File: config.mk
export PLATFORM = sky130hd
export DESIGN_NAME = drag_line_rasterizer_top
export DESIGN_NICKNAME = d
export VERILOG_FILES = /design/src/rtl/dlr_pkg.sv /design/src/rtl/dlr_fifo.sv /design/src/rtl/dlr_front.sv /design/src/rtl/dlr_back.sv /design/src/rtl/drag_line_rasterizer_top.sv
export SDC_FILE = /design/constraint.sdc
export NUM_CORES = 1
export LEC_CHECK = 0
export BUFFER_PORTS_ARGS = -buffer_cell sky130_fd_sc_hd__buf_2
export CORE_UTILIZATION = 55
export CTS_CLUSTER_SIZE = 24
export DETAILED_ROUTE_END_ITERATION = 16
export PLACE_DENSITY = 0.77
export SYNTH_ARGS = -nofsm -noshare
export SYNTH_HDL_FRONTEND = slang
export SYNTH_SLANG_ARGS = --single-unit
File: constraint.sdc
create_clock -name clk_i -period 11.65 [get_ports clk_i]
set_input_delay 1.7475 -clock clk_i [delete_from_list [all_inputs] [get_ports clk_i]]
set_output_delay 1.7475 -clock clk_i [all_outputs]
set_load 0.01 [all_outputs]
File: src/rtl/dlr_pkg.sv
// Shared types and codes of the drag line rasterizer.
package dlr_pkg;

  // Command codes carried by an input item.
  typedef enum logic [1:0] {
    CMD_PRESS = 2'd0,
    CMD_DRAG  = 2'd1,
    CMD_CONT  = 2'd2,
    CMD_RSVD  = 2'd3
  } cmd_e;

  // Operations handed from the front to the walker.
  typedef enum logic [1:0] {
    OP_PRESS = 2'd0,
    OP_DRAG  = 2'd1,
    OP_CONT  = 2'd2
  } op_e;

  // Walker states.
  typedef enum logic {
    BK_IDLE = 1'b0,
    BK_WALK = 1'b1
  } back_state_e;

  // Flags that travel with every pixel.
  typedef struct packed {
    logic last;
    logic pending;
  } px_flags_t;

endpackage

File: src/rtl/dlr_fifo.sv
// Small first-in first-out queue built from registers.
module dlr_fifo #(
  parameter int WIDTH = 8,
  parameter int DEPTH = 2
) (
  input  logic             clk_i,
  input  logic             rst_ni,
  input  logic             push_i,
  input  logic [WIDTH-1:0] push_data_i,
  output logic             full_o,
  input  logic             pop_i,
  output logic [WIDTH-1:0] pop_data_o,
  output logic             empty_o
);

  localparam int AW = (DEPTH > 1) ? $clog2(DEPTH) : 1;
  localparam int NW = $clog2(DEPTH + 1);

  logic [WIDTH-1:0] mem_q [DEPTH];
  logic [AW-1:0]    wr_ptr_q, wr_ptr_d;
  logic [AW-1:0]    rd_ptr_q, rd_ptr_d;
  logic [NW-1:0]    count_q, count_d;
  logic             do_push, do_pop;

  assign full_o     = (count_q == NW'(DEPTH));
  assign empty_o    = (count_q == '0);
  assign do_push    = push_i && !full_o;
  assign do_pop     = pop_i && !empty_o;
  assign pop_data_o = mem_q[rd_ptr_q];

  always_comb begin
    wr_ptr_d = wr_ptr_q;
    rd_ptr_d = rd_ptr_q;
    count_d  = count_q;
    if (do_push) begin
      wr_ptr_d = (wr_ptr_q == AW'(DEPTH - 1)) ? '0 : wr_ptr_q + AW'(1);
    end
    if (do_pop) begin
      rd_ptr_d = (rd_ptr_q == AW'(DEPTH - 1)) ? '0 : rd_ptr_q + AW'(1);
    end
    if (do_push && !do_pop) begin
      count_d = count_q + NW'(1);
    end else if (do_pop && !do_push) begin
      count_d = count_q - NW'(1);
    end
  end

  always_ff @(posedge clk_i or negedge rst_ni) begin
    if (!rst_ni) begin
      wr_ptr_q <= '0;
      rd_ptr_q <= '0;
      count_q  <= '0;
    end else begin
      wr_ptr_q <= wr_ptr_d;
      rd_ptr_q <= rd_ptr_d;
      count_q  <= count_d;
    end
  end

  always_ff @(posedge clk_i) begin
    if (do_push) begin
      mem_q[wr_ptr_q] <= push_data_i;
    end
  end

endmodule

File: src/rtl/dlr_front.sv
// Front end: takes input items and classifies them into walker operations.
module dlr_front (
  input  logic          push_i,
  input  logic [1:0]    cmd_i,
  input  logic          op_full_i,
  output logic          full_o,
  output logic          op_push_o,
  output dlr_pkg::op_e  op_kind_o
);

  import dlr_pkg::*;

  cmd_e cmd;
  logic accept;
  logic keep;

  assign cmd    = cmd_e'(cmd_i);
  assign full_o = op_full_i;
  assign accept = push_i && !op_full_i;

  // Unused command codes are taken and dropped here.
  always_comb begin
    keep      = 1'b1;
    op_kind_o = OP_PRESS;
    unique case (cmd)
      CMD_PRESS: op_kind_o = OP_PRESS;
      CMD_DRAG:  op_kind_o = OP_DRAG;
      CMD_CONT:  op_kind_o = OP_CONT;
      CMD_RSVD:  keep      = 1'b0;
    endcase
  end

  assign op_push_o = accept && keep;

endmodule

File: src/rtl/dlr_back.sv
// Back end: keeps the anchor and walks the stair-step line one pixel a cycle while the pixel queue has room.
module dlr_back #(
  parameter int COORD_BITS = 10,
  parameter int CHUNK      = 64
) (
  input  logic                  clk_i,
  input  logic                  rst_ni,
  input  logic                  op_valid_i,
  input  dlr_pkg::op_e          op_kind_i,
  input  logic [COORD_BITS-1:0] op_x_i,
  input  logic [COORD_BITS-1:0] op_y_i,
  output logic                  op_pop_o,
  input  logic                  px_full_i,
  output logic                  px_push_o,
  output logic [COORD_BITS-1:0] px_x_o,
  output logic [COORD_BITS-1:0] px_y_o,
  output dlr_pkg::px_flags_t    px_flags_o
);

  import dlr_pkg::*;

  localparam int EW = COORD_BITS + 2;
  localparam int CW = $clog2(CHUNK + 1);

  back_state_e            state_q, state_d;
  logic [COORD_BITS-1:0]  anchor_x_q, anchor_x_d, anchor_y_q, anchor_y_d;
  logic                   anchor_valid_q, anchor_valid_d;
  logic [COORD_BITS-1:0]  xstop_q, xstop_d, ystop_q, ystop_d;
  logic [COORD_BITS-1:0]  dx_q, dx_d, dy_q, dy_d;
  logic                   neg_x_q, neg_x_d, neg_y_q, neg_y_d;
  logic                   mode_y_q, mode_y_d;
  logic signed [EW-1:0]   err_q, err_d;
  logic                   active_q, active_d;
  logic                   first_q, first_d;
  logic [CW-1:0]          cnt_q, cnt_d;

  logic                   take_op;
  logic                   is_point;
  logic                   ld_neg_x, ld_neg_y;
  logic [COORD_BITS-1:0]  ld_dx, ld_dy;
  logic signed [EW-1:0]   dx_ext, dy_ext;
  logic                   step_x;
  logic [COORD_BITS-1:0]  post_x, post_y;
  logic signed [EW-1:0]   err_post;
  logic                   has_more;
  logic [CW-1:0]          cnt_inc;
  logic                   more;

  assign take_op  = (state_q == BK_IDLE) && op_valid_i && !px_full_i;
  assign is_point = (op_kind_i == OP_PRESS) ||
                    ((op_kind_i == OP_DRAG) &&
                     (!anchor_valid_q || (op_x_i == anchor_x_q && op_y_i == anchor_y_q)));

  // Segment setup from the anchor toward the new target.
  assign ld_neg_x = anchor_x_q > op_x_i;
  assign ld_neg_y = anchor_y_q > op_y_i;
  assign ld_dx    = ld_neg_x ? anchor_x_q - op_x_i : op_x_i - anchor_x_q;
  assign ld_dy    = ld_neg_y ? anchor_y_q - op_y_i : op_y_i - anchor_y_q;

  // One walk step. The first pixel of a drag is the anchor itself.
  assign dx_ext = signed'({2'b00, dx_q});
  assign dy_ext = signed'({2'b00, dy_q});
  assign step_x = !first_q && !mode_y_q && err_q[EW-1];

  always_comb begin
    post_x   = anchor_x_q;
    post_y   = anchor_y_q;
    err_post = err_q;
    if (!first_q) begin
      if (step_x) begin
        post_x   = neg_x_q ? anchor_x_q - COORD_BITS'(1) : anchor_x_q + COORD_BITS'(1);
        err_post = err_q + dy_ext;
      end else begin
        post_y = neg_y_q ? anchor_y_q - COORD_BITS'(1) : anchor_y_q + COORD_BITS'(1);
        if (!mode_y_q) begin
          err_post = err_q - dx_ext;
        end
      end
    end
  end

  // The stop marks sit one step short of the target, which is never drawn.
  assign has_more = mode_y_q ? (post_y != ystop_q)
                             : (!err_post[EW-1] || (post_x != xstop_q));
  assign cnt_inc  = cnt_q + CW'(1);
  assign more     = (cnt_inc < CW'(CHUNK)) && has_more;

  // Next state.
  always_comb begin
    state_d = state_q;
    unique case (state_q)
      BK_IDLE: begin
        if (take_op) begin
          if (op_kind_i == OP_DRAG && !is_point) begin
            state_d = BK_WALK;
          end else if (op_kind_i == OP_CONT && active_q) begin
            state_d = BK_WALK;
          end
        end
      end
      BK_WALK: begin
        if (!px_full_i && !more) begin
          state_d = BK_IDLE;
        end
      end
    endcase
  end

  // Outputs and datapath updates.
  always_comb begin
    op_pop_o       = take_op;
    px_push_o      = 1'b0;
    px_x_o         = op_x_i;
    px_y_o         = op_y_i;
    px_flags_o     = '{last: 1'b1, pending: 1'b0};
    anchor_x_d     = anchor_x_q;
    anchor_y_d     = anchor_y_q;
    anchor_valid_d = anchor_valid_q;
    xstop_d        = xstop_q;
    ystop_d        = ystop_q;
    dx_d           = dx_q;
    dy_d           = dy_q;
    neg_x_d        = neg_x_q;
    neg_y_d        = neg_y_q;
    mode_y_d       = mode_y_q;
    err_d          = err_q;
    active_d       = active_q;
    first_d        = first_q;
    cnt_d          = cnt_q;
    unique case (state_q)
      BK_IDLE: begin
        if (take_op) begin
          if (is_point) begin
            px_push_o      = 1'b1;
            anchor_x_d     = op_x_i;
            anchor_y_d     = op_y_i;
            anchor_valid_d = 1'b1;
            active_d       = 1'b0;
          end else if (op_kind_i == OP_DRAG) begin
            xstop_d  = ld_neg_x ? op_x_i + COORD_BITS'(1) : op_x_i - COORD_BITS'(1);
            ystop_d  = ld_neg_y ? op_y_i + COORD_BITS'(1) : op_y_i - COORD_BITS'(1);
            dx_d     = ld_dx;
            dy_d     = ld_dy;
            neg_x_d  = ld_neg_x;
            neg_y_d  = ld_neg_y;
            mode_y_d = (ld_dx == '0);
            err_d    = (ld_dx == '0) ? '0
                                     : signed'({2'b00, ld_dy}) - signed'({2'b00, ld_dx});
            active_d = 1'b1;
            first_d  = 1'b1;
            cnt_d    = '0;
          end else if (op_kind_i == OP_CONT && active_q) begin
            first_d = 1'b0;
            cnt_d   = '0;
          end
        end
      end
      BK_WALK: begin
        px_x_o     = post_x;
        px_y_o     = post_y;
        px_flags_o = '{last: !more, pending: !more && has_more};
        if (!px_full_i) begin
          px_push_o  = 1'b1;
          anchor_x_d = post_x;
          anchor_y_d = post_y;
          err_d      = err_post;
          first_d    = 1'b0;
          cnt_d      = cnt_inc;
          if (!more) begin
            active_d = has_more;
          end
        end
      end
    endcase
  end

  always_ff @(posedge clk_i or negedge rst_ni) begin
    if (!rst_ni) begin
      state_q        <= BK_IDLE;
      anchor_x_q     <= '0;
      anchor_y_q     <= '0;
      anchor_valid_q <= 1'b0;
      active_q       <= 1'b0;
      first_q        <= 1'b0;
      cnt_q          <= '0;
    end else begin
      state_q        <= state_d;
      anchor_x_q     <= anchor_x_d;
      anchor_y_q     <= anchor_y_d;
      anchor_valid_q <= anchor_valid_d;
      active_q       <= active_d;
      first_q        <= first_d;
      cnt_q          <= cnt_d;
    end
  end

  always_ff @(posedge clk_i) begin
    xstop_q  <= xstop_d;
    ystop_q  <= ystop_d;
    dx_q     <= dx_d;
    dy_q     <= dy_d;
    neg_x_q  <= neg_x_d;
    neg_y_q  <= neg_y_d;
    mode_y_q <= mode_y_d;
    err_q    <= err_d;
  end

endmodule

File: src/rtl/drag_line_rasterizer_top.sv
// Top level of the drag line rasterizer: front, operation queue, walker, pixel queue.
//
// Usage. Pointer events enter as items on a queue-style port: an item is taken at a
// rising edge of clk_i where push is high and full is low. cmd_i selects press (0),
// drag (1) or continue (2); code 3 is taken and dropped without any pixel. Pixels
// leave on a second queue-style port: the oldest pixel sits on pixel_x_o/pixel_y_o
// while empty is low and is taken at an edge where pop is high. last_of_run_o marks
// the final pixel an item produces; segment_pending_o on that pixel asks for a
// continue item to fetch the rest of a long line.
// A press pixel passes through the operation queue and then the pixel queue; the
// first pixel of a drag also waits while the walker loads the line in its idle state.
// Throughput: the walker emits one pixel per cycle while the pixel queue has room. A
// drag or continue item takes a setup step first and then gives at most CHUNK pixels.
// A two-entry queue of operations sits between front and walker, so the front keeps
// taking items while the walker is busy; full rises once that queue is filled.
// When the receiver stops popping, the two-entry pixel queue fills, the walker holds
// its place in the line, and no pixel is lost. Reset clears both queues, forgets the
// anchor and abandons any line in progress; no memory needs a clearing pass.
module drag_line_rasterizer_top #(
  parameter int COORD_BITS = 10,
  parameter int CHUNK      = 64
) (
  input  logic                  clk_i,
  input  logic                  rst_ni,
  input  logic                  push,
  output logic                  full,
  input  logic [1:0]            cmd_i,
  input  logic [COORD_BITS-1:0] x_coord_i,
  input  logic [COORD_BITS-1:0] y_coord_i,
  output logic                  empty,
  input  logic                  pop,
  output logic [COORD_BITS-1:0] pixel_x_o,
  output logic [COORD_BITS-1:0] pixel_y_o,
  output logic                  last_of_run_o,
  output logic                  segment_pending_o
);

  import dlr_pkg::*;

  localparam int OP_W = $bits(op_e) + 2 * COORD_BITS;
  localparam int PX_W = 2 * COORD_BITS + $bits(px_flags_t);

  // Front to operation queue.
  logic            op_push;
  op_e             op_kind_in;
  logic            op_full;
  logic [OP_W-1:0] op_wdata, op_rdata;

  // Operation queue to walker.
  logic                  op_empty;
  logic                  op_pop;
  op_e                   op_kind;
  logic [COORD_BITS-1:0] op_x, op_y;

  // Walker to pixel queue.
  logic                  px_push;
  logic                  px_full;
  logic [COORD_BITS-1:0] px_x, px_y;
  px_flags_t             px_flags, out_flags;
  logic [PX_W-1:0]       px_wdata, px_rdata;

  dlr_front u_front (
    .push_i    (push),
    .cmd_i     (cmd_i),
    .op_full_i (op_full),
    .full_o    (full),
    .op_push_o (op_push),
    .op_kind_o (op_kind_in)
  );

  assign op_wdata = {op_kind_in, x_coord_i, y_coord_i};

  dlr_fifo #(
    .WIDTH (OP_W),
    .DEPTH (2)
  ) u_op_queue (
    .clk_i       (clk_i),
    .rst_ni      (rst_ni),
    .push_i      (op_push),
    .push_data_i (op_wdata),
    .full_o      (op_full),
    .pop_i       (op_pop),
    .pop_data_o  (op_rdata),
    .empty_o     (op_empty)
  );

  assign op_kind = op_e'(op_rdata[OP_W-1 -: $bits(op_e)]);
  assign op_x    = op_rdata[2*COORD_BITS-1 -: COORD_BITS];
  assign op_y    = op_rdata[COORD_BITS-1:0];

  dlr_back #(
    .COORD_BITS (COORD_BITS),
    .CHUNK      (CHUNK)
  ) u_back (
    .clk_i      (clk_i),
    .rst_ni     (rst_ni),
    .op_valid_i (!op_empty),
    .op_kind_i  (op_kind),
    .op_x_i     (op_x),
    .op_y_i     (op_y),
    .op_pop_o   (op_pop),
    .px_full_i  (px_full),
    .px_push_o  (px_push),
    .px_x_o     (px_x),
    .px_y_o     (px_y),
    .px_flags_o (px_flags)
  );

  assign px_wdata = {px_x, px_y, px_flags};

  dlr_fifo #(
    .WIDTH (PX_W),
    .DEPTH (2)
  ) u_px_queue (
    .clk_i       (clk_i),
    .rst_ni      (rst_ni),
    .push_i      (px_push),
    .push_data_i (px_wdata),
    .full_o      (px_full),
    .pop_i       (pop),
    .pop_data_o  (px_rdata),
    .empty_o     (empty)
  );

  assign pixel_x_o         = px_rdata[PX_W-1 -: COORD_BITS];
  assign pixel_y_o         = px_rdata[PX_W-COORD_BITS-1 -: COORD_BITS];
  assign out_flags         = px_flags_t'(px_rdata[$bits(px_flags_t)-1:0]);
  assign last_of_run_o     = out_flags.last;
  assign segment_pending_o = out_flags.pending;

  // The walker only pushes a pixel when the pixel queue has room.
  a_px_no_overflow: assert property (@(posedge clk_i) disable iff (!rst_ni)
    px_push |-> !px_full)
    else $error("pixel pushed into a full pixel queue");

  // The walker only takes an operation that is waiting.
  a_op_no_underflow: assert property (@(posedge clk_i) disable iff (!rst_ni)
    op_pop |-> !op_empty)
    else $error("operation taken from an empty queue");

  // A pending continue request only rides on the final pixel of an item.
  a_pending_on_last: assert property (@(posedge clk_i) disable iff (!rst_ni)
    (!empty && segment_pending_o) |-> last_of_run_o)
    else $error("segment pending flagged on a pixel that is not the last");

endmodule
# == Word level (Yosys, flattened, before mapping) ==
# Memories as Yosys holds them, arrays and structs flattened.
# Index checks and enable logic that the tools add are counted.
# totals
inputBits,26
mem_count,2
reg_bits,94
mem_bits_rw,88
output_inout_bits,24
word_cells,197
# mem_list
name,depth,width,read_ports,rd_ports_with_merged_regs,wr,line_no,rtl
u_op_queue.mem_q,2,22,1,0,1,dlr_fifo.sv:19,logic [WIDTH-1:0] mem_q [DEPTH];
u_px_queue.mem_q,2,22,1,0,1,dlr_fifo.sv:19,
# op_classes
mux,72
add_sub_neg,24
bitwise,2
order_cmp,3
n_reduce_logical,51
eq_ne,21
# op_table
cell,n
10-bit 2-to-1 mux,18
12-bit 2-to-1 mux,8
10-bit by 1-bit adder with 10-bit output (second input constant),4
10-bit one-hot mux with 2 select lines,2
10-bit by 1-bit subtractor with 10-bit output (second input constant),4
10-bit subtractor,4
7-bit 2-to-1 mux,5
1-bit 2-to-1 mux,27
12-bit one-hot mux with 2 select lines,1
1-bit logical AND,21
10-bit == test,2
10-bit greater-than comparator,2
10-bit inequality test,2
4-bit AND reduction,4
1-bit logical NOT,14
7-bit one-hot mux with 2 select lines,1
12-bit by 11-bit adder with 12-bit output,1
2-bit inequality test (second input constant),6
12-bit by 11-bit subtractor with 12-bit output,1
10-bit by 10-bit subtractor with 11-bit output,1
2-bit == test (second input constant),5
10-bit logical NOT,1
2-bit 2-to-1 mux,5
1-bit one-hot mux with 2 select lines,4
16 further kinds,30

# == Logic depth before layout (Yosys ltp) ==
# Gate-level depths: netlist of the first run.
# An unclocked memory read counts as a cell.
# depth
ltp_word,14
ltp_mapped,22
ltp_nobuf,21

# == Cells and area by module ==
# Synthesis of the first run repeated with hierarchy kept, for this count alone.
# hier_totals
cells_unflattened,1162
area_unflattened_um2,12199.2
# by_module_without_submodules
mod,n_inst,cells_each,seq_area_each_um2,area_each_um2
dlr_back,1,982,2427.3,8580.7
dlr_fifo,2,87,1421.4,1788.0
dlr_front,1,5,0.0,38.8
drag_line_rasterizer_top,1,1,0.0,3.8

# == Worst setup path before layout of the first run ==
# No wires, ideal clock.
# synth_path
path_kind,register to register
startpoint,register u_op_queue.rd_ptr_q
endpoint,"register u_back.err_q[9], data pin"
setup_slack_ps,6094
path_stages_with_launch,22
setup_ps,268
required_time_ps,11382
synth_period_minus_slack_ps,5556
arrival_ps,5288
n_path_buf,3
path_cell_list,dfrtp_1 > clkbuf_1 > clkbuf_1 > buf_1 > mux2_2 > inv_1 > fa_1 > a21o_1 > a221oi_1 > o221ai_1 > nand2_2 > mux2_2 > a21oi_1 > o21ai_0 > a21boi_0 > xnor2_1 > ha_1 > nor3_1 > o311ai_1 > a31oi_1 > xnor2_1 > o22ai_1
# synth_between
elab_chain_len,9
word_cells_on_any_way,16
cone_classes,add/sub: 5; order compare: 2; mux: 7; reduce/logical: 1; memory: 1
# synth_rtl
item,line_no,rtl
start: declaration,dlr_fifo.sv:21,"logic [AW-1:0] rd_ptr_q, rd_ptr_d;"
start signal: assignment,dlr_fifo.sv:55,rd_ptr_q <= rd_ptr_d;
memory 2 x 22 bit (*),n/a,
10-bit subtractor / 10-bit greater-than comparator (equally long branches),"dlr_back.sv:58, dlr_back.sv:56",
10-bit 2-to-1 mux (*),dlr_back.sv:58,assign ld_dy = ld_neg_y ? anchor_y_q - op_y_i : op_y_i - anchor_y_q;
named net u_back.ld_dy[7],dlr_back.sv:40,"logic [COORD_BITS-1:0] ld_dx, ld_dy;"
10-bit by 10-bit subtractor with 11-bit output (*),dlr_back.sv:148,": signed'({2'b00, ld_dy}) - signed'({2'b00, ld_dx});"
12-bit 2-to-1 mux (*),dlr_back.sv:147,err_d = (ld_dx == '0) ? '0
12-bit 2-to-1 mux (*),dlr_back.sv:139,end else if (op_kind_i == OP_DRAG) begin
12-bit 2-to-1 mux (*),dlr_back.sv:133,if (is_point) begin
12-bit 2-to-1 mux (*),dlr_back.sv:132,if (take_op) begin
12-bit one-hot mux with 2 select lines (*),dlr_back.sv:130,unique case (state_q)
named net u_back.err_d[9],dlr_back.sv:32,"logic signed [EW-1:0] err_q, err_d;"
end signal: assignment,dlr_back.sv:205,err_q <= err_d;
end: declaration,dlr_back.sv:32,
# The timed path passes the listed nets; every way through them passes the cells marked *. The select of a mux whose other input is x is not followed.
# A chain may end at the register's enable or synchronous reset.

# == Worst setup path after layout of the first run ==
# Same ends and word-level chain as after synthesis.

==> metrics.md, run 1 <==
| Metric | Value |
|---|---|
| Wire per inst | `18.4 um` |
| Worst hold-check path type | `reg -> reg` |
| Post-Syn Area | `11,800 um^2` |
| Outcome | `finished clean` |
| CP required | `11,820 ps` |
| Die area | `22,000 um^2` |
| DRT iter0 DRCs | `556` |
| Tcrit/Tclk final | `47.4%` |
| Max-cap violations | `0` |
| Seq/Total Area, Yosys | `44.8%` |
| Initial antenna violation count | `0` |
| Number of enable flip-flop cells after synthesis | `143` |
| Total GRT Usage | `25.1%` |
| # resized after CTS | `0` |
| Root Driver | `clkbuf_16` |
| Rows | `53` |
| Vias in the first global route | `8,318` |
| First-pass GRT wire length | `42.2 mm` |
| Asr flop ratio synth | `21.4%` |
| Worst Setup SP | `u_op_queue.rd_ptr_q` |
| Startpoint types | `register` |
| Final hold vios | `0` |
| Port Buf Inserts | `49` |
| Io pins | `50` |
| Mapped Nets | `1,242` |
| DRC | `0` |
| R2r worst-path depth | `18` |
| Min-delay src | `u_back.anchor_valid_q` |
| Slew HR | `24.9%` |
| Critical Path End Type | `register` |
| Final WL | `26.6 mm` |
| Final Skew | `12.3 ps` |
| Fmax | `181 MHz` |
| Routed wl met3 | `1.65 mm` |
| Unique masters post-synth | `67` |
| Layout Nets | `1,292` |
| Antenna cell count | `0` |
| Slew Limit Fails | `0` |
| Crit path max fanout | `18` |
| Worst setup path class | `reg -> reg` |
| RSZ-0062 raised after global routing | `false` |
| Synthesized instance count | `1,104` |
| CTS tree | `built` |
| Via Count | `8,459` |
| Core area | `21,000 um^2` |
| Clock transition at path regs | `70 ps` |
| CTS sink cnt | `182` |
| Insertion delay of the later-clocked pin in the worst-skew pair | `430 ps` |
| M1 WL | `11.9 mm` |
| Die Y-Extent | `148 um` |
| Worst hold path cell count | `1` |
| Yosys Warn Count | `0` |
| P&R area growth vs syn | `10.1%` |
| Largest net degree at the start of global routing | `51` |
| Via-to-Cell Ratio | `5.87` |
| Worst-margin pin slew | `1130 ps` |
| Top routing layer in use | `met4` |
| ANT nets after route | `0` |
| Shortest period the worst path allows | `5530 ps` |
| Synth Flop Type | `edfxtp_1` |
| Die X | `148 um` |
| Worst r2r src | `u_op_queue.rd_ptr_q` |
| CTS buffer count | `17` |
| Setup TNS | `0 ps` |
| Crit path DAT | `5690 ps` |
| Number of synthesized register bits | `182` |
| Hpwl dp | `19.9 mm` |
| Hold Buf Count CTS | `0` |
| Final Wtd Congestion | `0.961` |
| Syn Area/Cell | `10.6 um^2` |
| Final setup violation count | `0` |
| Initial cell density of the core | `55.9%` |
| Share of layout cells above drive strength 1 | `12.9%` |
| Post-CTS Setup Bufs | `0` |
| DR WL met2 | `12.3 mm` |
| Worst-case clock buffer depth | `2` |
| CTS H-tree lvls | `4` |
| Congestion Overflow GR | `0` |
| DR pass1 iterations | `5` |
==> placed cells by master, fill, tap and decap left out, drive strengths merged, types with 10 or more instances in the layout <==
cell / netlist / routed
ha: 101 / 101
dfrtp: 39 / 39
o21ai: 60 / 60
nor2b: 12 / 12
nor2: 78 / 78
nor3: 15 / 15
o22ai: 10 / 10
nand2: 63 / 63
a21oi: 92 / 92
xnor2: 69 / 69
o21bai: 18 / 18
a21o: 17 / 17
mux2i: 24 / 24
buf: 7 / 56
xor2: 46 / 46
nand3: 18 / 18
fa: 11 / 11
a31oi: 10 / 10
clkbuf: 18 / 17
inv: 104 / 110
mux2: 49 / 49
edfxtp: 143 / 143
==> through the flow <==
stage,hold slack (ps),instance area [um^2],utilization (%),setup WS [ps],instances
after floorplan,435,11800,-,6090,1104
after global placement,452,12300,58.6,6290,1410
after detailed placement,457,12300,58.6,6200,1410
after CTS,476,12900,61.6,6160,1442
after global routing,489,12900,61.6,5700,1442
final,478,12900,61.6,6120,1442
==> Yosys cell counts, types with 4 or more instances <==
cell type  count  area [um^2]
edfxtp_1     143         4290
inv_1        102          383
ha_1         101         1260
a21oi_1       92          460
nor2_1        78          293
xnor2_1       69          604
nand2_1       62          233
o21ai_0       59          295
mux2_2        49          552
xor2_1        46          403
dfrtp_1       39          976
mux2i_1       24          240
clkbuf_1      18         67.6
nand3_1       18         90.1
o21bai_1      18          135
a21o_1        17          128
nor3_1        15         75.1
nor2b_1       12         75.1
fa_1          11          220
a31oi_1       10         62.6
o22ai_1       10         62.6
nand2b_1       8         50.1
nand4_1        8         50.1
and2_1         7         43.8
o211ai_1       7         52.6
and3_1         6         37.5
a211oi_1       5         37.5
a221oi_1       4         35.0
buf_1          4         15.0
o21a_1         4         30.0
==> cells by family after synthesis <==
family,count (synthesis),share of synthesized area [%]
compound gates,265,14.1
xor+xnor,115,8.57
fa+ha+maj,113,12.7
buf+inv,129,4.19
flops,182,44.8
mux,73,6.74
simple gates,227,8.89
==> worst max-delay path, cell delays in order, from the launching register on <==
cell and delay, ps:
dfrtp_1 600, mux2_2 300, ha_1 180, inv_1 60, fa_1 440, a21o_1 220, a221oi_1 370, o221ai_1 350
nand2_2 470, mux2_2 400, a21oi_1 200, xnor2_1 240, ha_1 360, and2_1 180, a32oi_1 260, o311ai_1 160
a31oi_1 220, xnor2_1 130, o22ai_1 90
==> registers in the layout, indices dropped and copies added, names as in the netlist, 10 cells and up <==
name,cells
u_op_queue.mem_q,44
u_back.dx_q,10
u_back.ystop_q,10
u_back.anchor_y_q,10
u_px_queue.mem_q,44
u_back.anchor_x_q,10
u_back.err_q,12
u_back.dy_q,10
u_back.xstop_q,10
==> per-layer routing <==
metal | up-vias | GRT usage [%]
li1 | 4081 | -
met1 | 4031 | 33.1
met2 | 297 | 40.7
met3 | 50 | 4.82
met4 | 0 | 10.7
met5 | - | 0
==> worst paths after layout <==
path,endpoint,slack [ps]
max in group asynchronous,u_back.anchor_x_q[6],9500
worst max register to register,u_back.err_q[9],6120
worst min register to register,u_back.anchor_valid_q,480
min in group asynchronous,u_back.cnt_q[3],1500
worst min-delay path,u_back.anchor_valid_q,480
worst max-delay path,u_back.err_q[9],6120
==> final cells by class <==
class	instances	area (um^2)
Tap cell	275	344
Clock inverter	15	206
Sequential cell	182	5270
Timing Repair Buffer	56	298
Multi-Input combinational cell	793	6000
Inverter	104	395
Fill cell	1673	8080
Clock buffer	17	425
Power of run 1 is left out: the tool's default activity adds up to more than one toggle a clock period on the data nets, which glitch-free logic cannot reach.
==> run 2: changes to the inputs <==
--- a/config.mk
+++ b/config.mk
@@ -5,6 +5,7 @@
 export SDC_FILE = /design/constraint.sdc
 export NUM_CORES = 1
 export LEC_CHECK = 0
+export ABC_AREA = 1
 export BUFFER_PORTS_ARGS = -buffer_cell sky130_fd_sc_hd__buf_2
 export CORE_UTILIZATION = 55
 export CTS_CLUSTER_SIZE = 24
==> constraint.sdc (replaced) <==
create_clock -name clk_i -period 5.12 [get_ports clk_i]
set_input_delay 0.768 -clock clk_i [delete_from_list [all_inputs] [get_ports clk_i]]
set_output_delay 0.768 -clock clk_i [all_outputs]
set_load 0.01 [all_outputs]
==> run 2 against run 1 <==
Against the previous run: worst setup slack got worse by 5600 ps; count of clock-buffer cells in the layout grew 1; global-route usage increased by 3.9 points; first-iteration DRC count up 62%; via count rose by 29%; clock skew grew 4.6 ps; synthesized area increased by 9.7%; die area increased by 9.6%; maximum frequency increased by 21%; largest cell class unchanged.
==> metrics.md, run 2 <==
| Metric | Value |
|---|---|
| Commonest non-fill, non-tap cell in the layout | `nand2_1` |
| Worst hold-check path type | `reg -> reg` |
| Crit path max fanout | `20` |
| # resized after CTS | `0` |
| Wire per inst | `17.3 um` |
| Asr flop ratio synth | `21.4%` |
| Max-cap violations | `0` |
| Slew HR | `22.1%` |
| Final core occ | `61.7%` |
| Tcrit/Tclk final | `88.9%` |
| DRC | `0` |
| Yosys top cell by area | `edfxtp_1` |
| Flop-to-flop setup slack | `570 ps` |
| P&R area growth vs syn | `9.17%` |
| Die X | `155 um` |
| First-pass GRT wire length | `53.9 mm` |
| Seq/Total Area, Yosys | `40.8%` |
| Critical Path End Type | `register` |
| Worst-margin pin slew | `1170 ps` |
| Final Wtd Congestion | `0.994` |
| Final setup violation count | `0` |
| Outcome | `finished clean` |
| DRT iter0 DRCs | `903` |
| Die area | `24,100 um^2` |
| Rows | `55` |
| Number of enable flip-flop cells after synthesis | `143` |
| Die Y-Extent | `155 um` |
| Synthesized instance count | `1,589` |
| CTS buffer count | `17` |
| Number of synthesized register bits | `182` |
| CP required | `5310 ps` |
| Final Skew | `16.9 ps` |
| Via Count | `10,928` |
| RSZ-0062 raised after global routing | `false` |
| Area taken by multi-input logic gates | `6660 um^2` |
| Flip-flop and latch area | `5270 um^2` |
| Vias in the first global route | `10,560` |
| Initial cell density of the core | `56.5%` |
| Hpwl dp | `26.1 mm` |
| Via-to-Cell Ratio | `5.56` |
| Post-Syn Area | `12,900 um^2` |
| Post-CTS Setup Bufs | `0` |
| Crit path DAT | `4740 ps` |
| Io pins | `50` |
| Insertion delay of the later-clocked pin in the worst-skew pair | `440 ps` |
| Worst-case clock buffer depth | `2` |
| Total GRT Usage | `29.0%` |
| Most numerous cell in the Yosys netlist | `nand2_1` |
| Share of layout cells above drive strength 1 | `10.2%` |
| Slew Limit Fails | `0` |
| Congestion Overflow GR | `0` |
| DR pass1 iterations | `6` |
| Synth Flop Type | `edfxtp_1` |
| Most frequent cells in the layout | `nand2_1, inv_1, edfxtp_1, o21ai_0, nand3_1` |
| Final WL | `34.0 mm` |
| Clock transition at path regs | `80 ps` |
| Final hold vios | `0` |
| WHS | `467 ps` |
| Hold Buf Count CTS | `0` |
| Leading registers by flop count | `u_op_queue.mem_q: 44 flops, u_px_queue.mem_q: 44 flops, u_back.err_q: 12 flops` |
| Root Driver | `clkbuf_16` |
| Ranking of synthesized cells by area | `edfxtp_1, nand2_1, ha_1, dfrtp_1, inv_1` |
| Largest net degree at the start of global routing | `43` |
| Initial antenna violation count | `0` |
| Area fraction of the dominant cell type after synthesis | `33.3%` |
| Post-placement cell count | `1,935` |
| Fillers | `2,013` |
| Unique masters post-synth | `57` |
| Antenna cell count | `0` |
| Fmax | `220 MHz` |
| Layout Nets | `1,779` |
| Syn Area/Cell | `8.12 um^2` |
| Yosys Warn Count | `0` |
| Shortest period the worst path allows | `4550 ps` |
| CTS sink cnt | `182` |
| Non-filler cells, final | `1,967` |
| Post-synth top cells | `nand2_1, inv_1, edfxtp_1, o21ai_0` |
| Mapped Nets | `1,727` |
| CTS H-tree lvls | `4` |
| Core area | `22,800 um^2` |
| Port Buf Inserts | `49` |
| ANT nets after route | `0` |
| Worst setup path class | `reg -> reg` |
| Startpoint types | `register` |
| CTS tree | `built` |
| Setup TNS | `0 ps` |
run 2: cell types whose count changed after synthesis, sizes merged, moves of 12 or more:
cell,change
a21o,-13
inv,+116
mux2,-49
mux2i,-21
nand2,+386
nand3,+88
nor2,+29
nor2b,-12
o21ai,+59
or2,+25
xnor2,-59
run 2: kinds of logic after synthesis:
family,count (synthesis),share of synthesized area [%]
flops,182,40.8
compound gates,246,10.9
buf+inv,250,7.69
mux,3,0.233
xor+xnor,62,4.32
fa+ha+maj,112,11.5
simple gates,734,24.5
run 2: area by class of cell:
class	count	area share [%]
clock buffer	18	3.05
clock inverter	14	1.12
inverter	221	5.91
multi-input combinational	1157	47.3
sequential	182	37.4
tap	313	2.78
timing repair buffer	62	2.43
run 2: through the flow:
step | worst slack (ps) | instance area, um^2
finish | 566 | 14100
global route | 223 | 14100
CTS | 609 | 14100
detailed placement | 660 | 13500
global placement | 769 | 13500
floorplan | 367 | 12900
run 2: worst max-delay path: stages (launching register included):
cell,delay [ps]
dfrtp_1,450
buf_4,240
o21ai_0,530
ha_1,400
nand2_1,160
nor3_1,210
nand2_1,160
nand2_2,200
inv_2,100
or2_2,270
o21ai_0,220
inv_1,140
ha_1,310
inv_1,30
o21bai_1,150
nand2_1,90
nand2_1,120
nand2_1,80
nand2_2,80
nand3_1,100
nand2_1,80
nand2_1,50
nand3_1,60
nand2_1,60
run 2: path summary, 6_finish.rpt:
kind	start	cells past startpoint	to
hold / removal	u_back.anchor_valid_q	2	u_back.anchor_valid_q
hold reg to reg	u_back.anchor_valid_q	2	u_back.anchor_valid_q
max in group asynchronous	rst_ni	1	u_back.anchor_x_q[1]
setup reg to reg	u_op_queue.rd_ptr_q	23	u_back.err_q[9]
setup / recovery	u_op_queue.rd_ptr_q	23	u_back.err_q[9]
min in group asynchronous	rst_ni	1	u_back.anchor_y_q[0]
run 2: per-layer routing:
| metal | part of all wire (%) | global-route usage, % |
|---|---|---|
| met5 | 0 | 0 |
| met4 | 2.5 | 10.1 |
| met2 | 47 | 48.4 |
| met1 | 44 | 38.7 |
| met3 | 6.2 | 4.40 |
Power of run 2 is left out for the same reason.
==> run 3: changes to the inputs <==
--- a/config.mk
+++ b/config.mk
@@ -7,10 +7,13 @@
 export LEC_CHECK = 0
 export ABC_AREA = 1
 export BUFFER_PORTS_ARGS = -buffer_cell sky130_fd_sc_hd__buf_2
-export CORE_UTILIZATION = 55
+export CELL_PAD_IN_SITES_DETAIL_PLACEMENT = 0
+export CELL_PAD_IN_SITES_GLOBAL_PLACEMENT = 1
+export CORE_UTILIZATION = 49
+export CTS_BUF_LIST = sky130_fd_sc_hd__clkbuf_8
 export CTS_CLUSTER_SIZE = 24
 export DETAILED_ROUTE_END_ITERATION = 16
-export PLACE_DENSITY = 0.77
+export PLACE_DENSITY = 0.82
 export SYNTH_ARGS = -nofsm -noshare
 export SYNTH_HDL_FRONTEND = slang
 export SYNTH_SLANG_ARGS = --single-unit
==> run 3 against run 2 <==
Against the previous run: global-route usage down 2.8 points; core utilization down 7.9 points; cell area down 1.1%; clock skew up 2.9 ps; via count down 4.0%; register-to-register slack better by 90 ps; first-iteration DRC count down 15%; critical path type unchanged; largest cell class unchanged.
==> metrics.md, run 3 (same netlist as run 2, synthesis figures left out) <==
| Metric | Value |
|---|---|
| ANT nets after route | `0` |
| Reg2reg end | `u_back.err_q[9]` |
| Final Skew | `19.8 ps` |
| Critical Path End Type | `register` |
| Flop-to-flop setup slack | `660 ps` |
| Worst setup slack after layout | `658 ps` |
| Final core occ | `53.8%` |
| Vias in the first global route | `9,969` |
| Post-CTS Setup Bufs | `0` |
| RSZ-0062 raised after global routing | `false` |
| Slowest-stage cell, CP | `fa_1` |
| Hpwl dp | `26.7 mm` |
| Core area | `25,900 um^2` |
| Port Buf Inserts | `49` |
| Startpoint types | `register` |
| Initial antenna violation count | `0` |
| Die area | `27,000 um^2` |
| Largest net degree at the start of global routing | `44` |
| CTS sink cnt | `182` |
| Final hold vios | `0` |
| Rows | `59` |
| Layout Nets | `1,779` |
| Slew HR | `35.4%` |
| Fillers | `2,493` |
| Tcrit/Tclk final | `87.2%` |
| Crit path max fanout | `24` |
| Setup TNS | `0 ps` |
| Crit path largest cell delay | `450 ps` |
| Critical path's most frequent cell | `nand2_1` |
| Flip-flop and latch area | `5270 um^2` |
| Max-cap violations | `0` |
| CTS H-tree lvls | `4` |
| DP Worst Slack | `709 ps` |
| Worst-margin pin slew | `968 ps` |
| Hold Buf Count CTS | `0` |
| Final setup violation count | `0` |
| Insertion delay of the later-clocked pin in the worst-skew pair | `460 ps` |
| P&R area growth vs syn | `7.99%` |
| Fmax | `224 MHz` |
| Commonest non-fill, non-tap cell in the layout | `nand2_1` |
| CTS tree | `built` |
| Total GRT Usage | `26.3%` |
| R2r worst-path depth | `26` |
| Worst setup path class | `reg -> reg` |
| Crit path DAT | `4680 ps` |
| Final Wtd Congestion | `0.967` |
| Area taken by multi-input logic gates | `6660 um^2` |
| First-pass GRT wire length | `53.2 mm` |
| Die Y-Extent | `164 um` |
| Worst-case clock buffer depth | `2` |
| Worst hold-check path type | `in -> async` |
| Die X | `164 um` |
| CTS buffer count | `17` |
| DRT iter0 DRCs | `771` |
| Leading registers by flop count | `u_op_queue.mem_q: 44 flops, u_px_queue.mem_q: 44 flops, u_back.err_q: 12 flops` |
| Most frequent cells in the layout | `nand2_1, inv_1, edfxtp_1, o21ai_0, nand3_1` |
| Wire per inst | `17.2 um` |
| Outcome | `finished clean` |
| Congestion Overflow GR | `0` |
| Initial cell density of the core | `49.8%` |
| CP required | `5340 ps` |
| Root Driver | `clkbuf_8` |
| Slew Limit Fails | `0` |
| Final WL | `34.1 mm` |
| DRC | `0` |
| Via Count | `10,491` |
| Worst r2r src | `u_op_queue.rd_ptr_q` |
| Clock transition at path regs | `110 ps` |
| Shortest period the worst path allows | `4460 ps` |
| DR pass1 iterations | `7` |
| Via-to-Cell Ratio | `5.27` |
| # resized after CTS | `0` |
| Io pins | `50` |
| Share of layout cells above drive strength 1 | `10.2%` |
| Antenna cell count | `0` |
run 3: per-layer routing:
layer	GRT usage (%)	share of wire [%]
met5	0	0
met4	8.84	2.4
met3	2.63	3.5
met2	42.8	46
met1	36.5	48
run 3: how the worst max path moves through the flow:
stage                        startpoint  slack, ps  cells after the start               end
global route        u_op_queue.rd_ptr_q        250                     20  u_back.err_q[11]
CTS                 u_op_queue.rd_ptr_q        670                     19   u_back.err_q[9]
finish              u_op_queue.rd_ptr_q        660                     26   u_back.err_q[9]
floorplan           u_op_queue.rd_ptr_q        370                     14    u_back.dx_q[0]
detailed placement  u_op_queue.rd_ptr_q        710                     23   u_back.err_q[9]
global placement    u_op_queue.rd_ptr_q        720                     19   u_back.err_q[9]
run 3: critical path, delay by kind of cell (launching register included):
kind | cells | cell delay (ps)
flip-flops | 1 | 410
AND/OR/NAND/NOR | 14 | 1690
adder cells (fa/ha/maj) | 3 | 960
AO/OA/AOI/OAI | 3 | 450
buffers and inverters | 6 | 700
run 3: final cells by class:
cell class	instances	area share, %
clock inverters	15	1.15
repair buffers	62	2.55
flip-flops and latches	182	37.8
clock buffers	17	1.68
well taps	335	3.01
multi-input cells	1157	47.8
inverters	221	5.97
run 3: per-stage QoR:
step	hold WS, ps	cell area [um^2]	cells
final	378	13900	1989
after global routing	396	13900	1989
after CTS	387	13900	1989
after detailed placement	452	13500	1957
after global placement	442	13500	1957
after floorplan	428	12900	1589
Power of run 3 is left out for the same reason.
